`src/rtl/isb_pkg.sv`:
```
// isb_pkg: shared types and codes for the indexed sequence buffer
// used by isb_cell and indexed_sequence_buffer, no dependencies
package isb_pkg;

  localparam int OP_BITS     = 3;
  localparam int INDEX_BITS  = 6;
  localparam int VALUE_BITS  = 32;
  localparam int STATUS_BITS = 2;
  localparam int COUNT_BITS  = 7;

  localparam int IN_BITS   = OP_BITS + INDEX_BITS + VALUE_BITS;
  localparam int OUT_BITS  = VALUE_BITS + STATUS_BITS + COUNT_BITS;
  localparam int IN_TDATA  = ((IN_BITS + 7) / 8) * 8;
  localparam int OUT_TDATA = ((OUT_BITS + 7) / 8) * 8;

  typedef enum logic [OP_BITS-1:0] {
    OP_APPEND = 3'd0,
    OP_POP    = 3'd1,
    OP_GET    = 3'd2,
    OP_SET    = 3'd3,
    OP_ERASE  = 3'd4,
    OP_INSERT = 3'd5
  } op_t;

  typedef enum logic [STATUS_BITS-1:0] {
    STAT_OK    = 2'd0,
    STAT_RANGE = 2'd1,
    STAT_FULL  = 2'd2
  } status_t;

  typedef enum logic [1:0] {
    CELL_HOLD   = 2'd0,
    CELL_WRITE  = 2'd1,
    CELL_ERASE  = 2'd2,
    CELL_INSERT = 2'd3
  } cell_op_t;

  typedef struct packed {
    cell_op_t op;
    logic     tap_load;
    logic     tap_shift;
  } cell_ctrl_t;

endpackage

```
`src/rtl/isb_cell.sv`:
```
// isb_cell: one storage cell of the sequence row, element plus read-out tap
// depends on isb_pkg for the cell control struct
module isb_cell #(
  parameter int ELEM_BITS = 32,
  parameter int IDX_W     = 6
) (
  input  logic                    clk,
  input  isb_pkg::cell_ctrl_t     ctrl,
  input  logic [IDX_W-1:0]        pos,
  input  logic [IDX_W-1:0]        sel,
  input  logic [ELEM_BITS-1:0]    wdata,
  input  logic [ELEM_BITS-1:0]    left_data,
  input  logic [ELEM_BITS-1:0]    right_data,
  input  logic [ELEM_BITS-1:0]    right_tap,
  output logic [ELEM_BITS-1:0]    data,
  output logic [ELEM_BITS-1:0]    tap
);

  logic [ELEM_BITS-1:0] data_next;
  logic [ELEM_BITS-1:0] tap_next;

  always_comb begin
    data_next = data;
    unique case (ctrl.op)
      isb_pkg::CELL_HOLD: begin
        data_next = data;
      end
      isb_pkg::CELL_WRITE: begin
        if (pos == sel) data_next = wdata;
      end
      isb_pkg::CELL_ERASE: begin
        if (pos >= sel) data_next = right_data;
      end
      isb_pkg::CELL_INSERT: begin
        if (pos > sel) data_next = left_data;
        else if (pos == sel) data_next = wdata;
      end
      default: begin
        data_next = data;
      end
    endcase
  end

  always_comb begin
    tap_next = tap;
    if (ctrl.tap_load) tap_next = data;
    else if (ctrl.tap_shift) tap_next = right_tap;
  end

  always_ff @(posedge clk) begin
    data <= data_next;
    tap  <= tap_next;
  end

endmodule

```
`config.mk`:
```
export PLATFORM = sky130hd
export DESIGN_NAME = isb_cell
export DESIGN_NICKNAME = d
export VERILOG_FILES = /design/src/rtl/isb_pkg.sv /design/src/rtl/isb_cell.sv
export SDC_FILE = /design/constraint.sdc
export NUM_CORES = 1
export LEC_CHECK = 0
export BUFFER_PORTS_ARGS = -buffer_cell sky130_fd_sc_hd__buf_2
export CORE_ASPECT_RATIO = 1.25
export CORE_MARGIN = 4
export CORE_UTILIZATION = 47
export DETAILED_ROUTE_END_ITERATION = 8
export PLACE_DENSITY = 0.92
export SLEW_MARGIN = 20
export SYNTH_ARGS = -nofsm -noshare
export SYNTH_HDL_FRONTEND = slang
export SYNTH_SLANG_ARGS = --single-unit
```
`constraint.sdc`:
```
create_clock -name clk -period 3.55 [get_ports clk]
set_clock_uncertainty 0.2 [all_clocks]
set_input_delay 0 -clock clk [delete_from_list [all_inputs] [get_ports clk]]
set_output_delay 0 -clock clk [all_outputs]
set_load 0.01 [all_outputs]
```
# [Yosys cells after proc, flatten, opt, wreduce, memory -nomap -nowiden]
# Index checks and enable logic that the tools add are counted.
[word_totals] reg_bits=64 inputBits=145
[classes] magnitude_cmp=2 n_eq_ne=5 n_mux=6 bitwise=1 reduce_logical=3
[ops] op="$mux W32" n=5
[ops] op="$pmux W32 S3" n=1
[ops] op="$eq A6 B6 Y1" n=1
[ops] op="$ge A6 B6 Y1" n=1
[ops] op="$gt A6 B6 Y1" n=1
[ops] op="$eq A2 B2 Y1 const B" n=2
[ops] op="$eq A2 B1 Y1 const B" n=1
[ops] op="$logic_not A2 Y1" n=1
[ops] op="$ne A2 B2 Y1 const B" n=1
[ops] op="$reduce_and A2 Y1" n=1
[ops] op="$reduce_bool A2 Y1" n=1
[ops] op="$not A1 Y1" n=1

# [Logic depth before layout (Yosys ltp)]
[depth] depth_word=4 mapped_depth=8 mapped_depth_nobuf=6

# [Least setup slack after synthesis]
# No wires, ideal clock.
[synth_path] path_type="in2reg" start="input sel[5]" end="register data[0], enable pin" arrival_ps=1680 required_ps=2872 slack_ps=1191 stages=8 path_buffers=2 cell_sequence="inv_1 ha_1 and4_4 and2_4 buf_12 buf_12 o31ai_1 nand2_1"
[synth_via] elab_chain_cells=3
[synth_lines] element="start: declaration" line="isb_cell.sv:10" source="input logic [IDX_W-1:0] sel,"
[synth_lines] element="$ge A6 B6 Y1" line="isb_cell.sv:32" source="if (pos >= sel) data_next = right_data;"
[synth_lines] element="$ne A2 B2 Y1 (no source line)"
[synth_lines] element="$reduce_and A2 Y1 (no source line)"
[synth_lines] element="end signal: assignment" line="isb_cell.sv:51" source="data <= data_next;"
[synth_lines] element="end: declaration" line="isb_cell.sv:15" source="output logic [ELEM_BITS-1:0] data,"
# No other way between the ends.
# A chain may end at the register's enable or synchronous reset.

# [Worst setup path after layout]
[layout_path] start="input pos[5]" end="register data[14] (data pin)"
[layout_via] elab_chain_cells=4 elab_cells_between_ends=5
[layout_lines] element="start: declaration" line="isb_cell.sv:9" source="input logic [IDX_W-1:0] pos,"
[layout_lines] element="parallel branches: the longest is 3 deep, another holds $gt A6 B6 Y1"
[layout_lines] element="$pmux W32 S3 (*)" line="isb_cell.sv:24" source="unique case (ctrl.op)"
[layout_lines] element="via data_next[14]" line="isb_cell.sv:19" source="logic [ELEM_BITS-1:0] data_next;"
# Mark *: on every way through the listed nets, which the timed path passes.

==> summary.md <==
| Metric | Value |
|---|---|
| Startpoint types | primary input |
| Synth Register Bits | 64 |
| Area growth, synth to finish | 63.1% |
| CP endpoint kind | flip-flop |
| First-pass GRT wire length | 19.7 mm |
| Hold Slack | ~0.14 ns |
| DR vias/cell | roughly 5.4 |
| RD Place Congestion | around 0.83 |
| Post-DP HPWL | approximately 7.5 mm |
| Initial Util | 0.494 |
| Input/output buffers | roughly 210 |
| Leakage | 2.60 nW |
| Status | finished, final reports clean |
| Max IR drop VDD | roughly 280 µV |
| Drt total wl | 13.0 mm |
| Post-synthesis sequential area ratio | 0.548 |
| Crit path kind | in2reg |
| Syn_area_per_cell | 12.9 µm² |
| Vias in the first global route | ~4000 |
| Slew Viols, Final | 0 |
| Wire per inst | roughly 20 µm |
| Total power | approximately 2.3 mW |
| FF-to-FF setup slack | approximately 1.7 ns |
| Final Hold Fails | 0 |
| Die W | between 80 and 90 µm |
| R2r startpoint | data[1] |
| Reg2reg end | data[1] |
| Setup TNS | 0 ns |
| Clock Path Buffers | 2 |
| Cells after Synth | about 270 |
| Antenna violation net count after detailed routing | 0 |
| Root Driver | clkbuf_8 |
| R2R cell count | 3 |
| Drc violations | 0 |
| Min Clock Period, post-route | 2.77 ns |
| Share of layout cells above drive strength 1 | 0.458 |
| Via Count | 3623 |
| Layout Utilization | 0.806 |
| Setup-failing EPs final | 0 |
| Clock Sinks | 64 |
| Die Ht | roughly 100 µm |
| Worst Hold Class | in2reg |
| Relative slew slack | 0.404 |
| First DRT Iteration DRCs | about 170 |
| Number of I/O pins | roughly 210 |
| PD cells | slightly above 400 mW/mm² |
| RSZ-0062 raised after global routing | false |
| Gr usage total | 0.288 |
| Dpl ws | ~1.1 ns |
| Worst-Skew Late Latency | about 0.34 ns |
| Layout net count | around 730 |
| Max Cap Violations | 0 |
| Worst Max-Slew Pin Slew | approximately 0.9 ns |
| WP data required | approximately 3.4 ns |
| Hold path depth | 4 |
| CTS Buf Count | 9 |
| Row count | 34 |
| Worst EP arrival | 2.66 ns |
| Largest fanout on the critical path | 17 |
| Clock transition at the registers of the reported paths | around 0.070 ns |
| Fmax | 361 MHz |
| Post-Syn Nets | 423 |
| Router iterations before antenna repair | 5 |
| H-tree Lvls | 3 |
| Post-route clock period utilization | 0.780 |
| Die ar. | slightly below 0.009 mm² |
| Hold Path Sink | data[29] |
| Core Box Area | 0.00710 mm² |
| Synth Warn # | 0 |
| Post-CTS setup buffer count | 0 |
| Synthesized cell area | 0.00351 mm² |
| CTS tree | built |
| Setup ws final | roughly 0.8 ns |
| Initial antenna violation count | 1 |
| Distinct cells, synth | 23 |
| Hold_sp | ctrl[3] |
| Largest net degree at the start of global routing | 34 |
| Total grt overflow | 0 |
-- layer usage --
layer | GRT usage | share of wire
met1 | 0.303 | 0.34
met2 | 0.521 | 0.54
met3 | 0.0591 | 0.079
met4 | 0.165 | 0.040
met5 | 0 | 0
-- per-stage QoR --
stage          std cells  instance area, µm²
6_report             669                5720
5_1_grt              669                5720
3_3_place_gp         557                4560
2_1_floorplan        272                3510
3_5_place_dp         557                4560
4_1_cts              668                5720
-- critical path, stage by stage --
cell and delay [ns]:
buf_2 0.11, ha_1 0.33, and4_4 0.21, o21a_4 0.13
o2111ai_2 0.71, buf_4 0.38, o221ai_1 0.17, dlygate4sd3_1 0.61
-- repair_timing --
item,in CTS,in global routing
hold buffers,96,0
hold endpoints to repair,64,0
setup endpoints to repair,0,0
resized for setup,0,0
-- synthesized netlist by cell type --
cell | n | area (µm²)
o311a_4 | 1 | 21.3
and2_1 | 1 | 6.26
o21ai_1 | 1 | 5.00
inv_1 | 39 | 146
o21a_4 | 1 | 15.0
buf_2 | 9 | 45.0
ha_1 | 6 | 75.1
and2_4 | 1 | 8.76
o31ai_1 | 1 | 7.51
edfxtp_1 | 64 | 1920
a21oi_1 | 2 | 10.0
nand2_1 | 35 | 131
mux2_2 | 32 | 360
and4_4 | 1 | 11.3
buf_12 | 4 | 80.1
mux2i_1 | 32 | 320
nand3_1 | 1 | 5.00
o2111ai_2 | 1 | 15.0
o221ai_1 | 31 | 272
clkbuf_1 | 5 | 18.8
or2_2 | 1 | 6.26
nor2b_1 | 2 | 12.5
o221ai_2 | 1 | 15.0
-- registers in the layout (all words and copies together), names as in the netlist --
register  flops
data         32
tap          32
-- placed cells by master, fill, tap and decap left out, types with 2 or more instances in the layout --
cell type      count
buf_2            208
dlygate4sd3_1     96
edfxtp_1          64
inv_1             39
nand2_1           35
mux2i_1           32
mux2_2            32
o221ai_1          31
clkbuf_8           9
ha_1               6
buf_4              5
a21oi_1            2
bufinv_16          2
clkinv_1           2
-- area by class of cell --
cell class | count | area (µm²)
repair buffers | 309 | 2040
flip-flops and latches | 64 | 1920
fillers | 392 | 1380
multi-input cells | 151 | 1300
inverters | 39 | 146
clock buffers | 10 | 128
well taps | 90 | 113
clock inverters | 5 | 72.6
diodes | 1 | 2.50
-- logic make-up after synthesis --
family,count (synthesis),synth area share
adders and majority gates,6,0.0214
AOI/OAI and AO/OA,39,0.103
DFF,64,0.548
muxes,64,0.194
buffers and inverters,57,0.0827
and+or+nand+nor,42,0.0517
-- where the power goes --
group          leakage, nW  total (mW)  switching (mW)  internal, mW
clock                0.101       0.659           0.273         0.386
sequential           0.654        1.03          0.0605         0.968
combinational         1.84       0.625           0.280         0.345
total                 2.60        2.31           0.613          1.70
-- worst max path at each step --
stage	startpoint	end	slack, ns	cells after the start
final	pos[5]	data[14]	0.78	8
after global routing	pos[5]	data[14]	0.70	8
after CTS	pos[5]	data[7]	0.94	8
after detailed placement	pos[5]	data[16]	1.11	7
after global placement	pos[5]	data[0]	1.20	7
after floorplan	sel[5]	data[0]	1.19	8
Note: power is estimated with default switching activity, not from simulation.
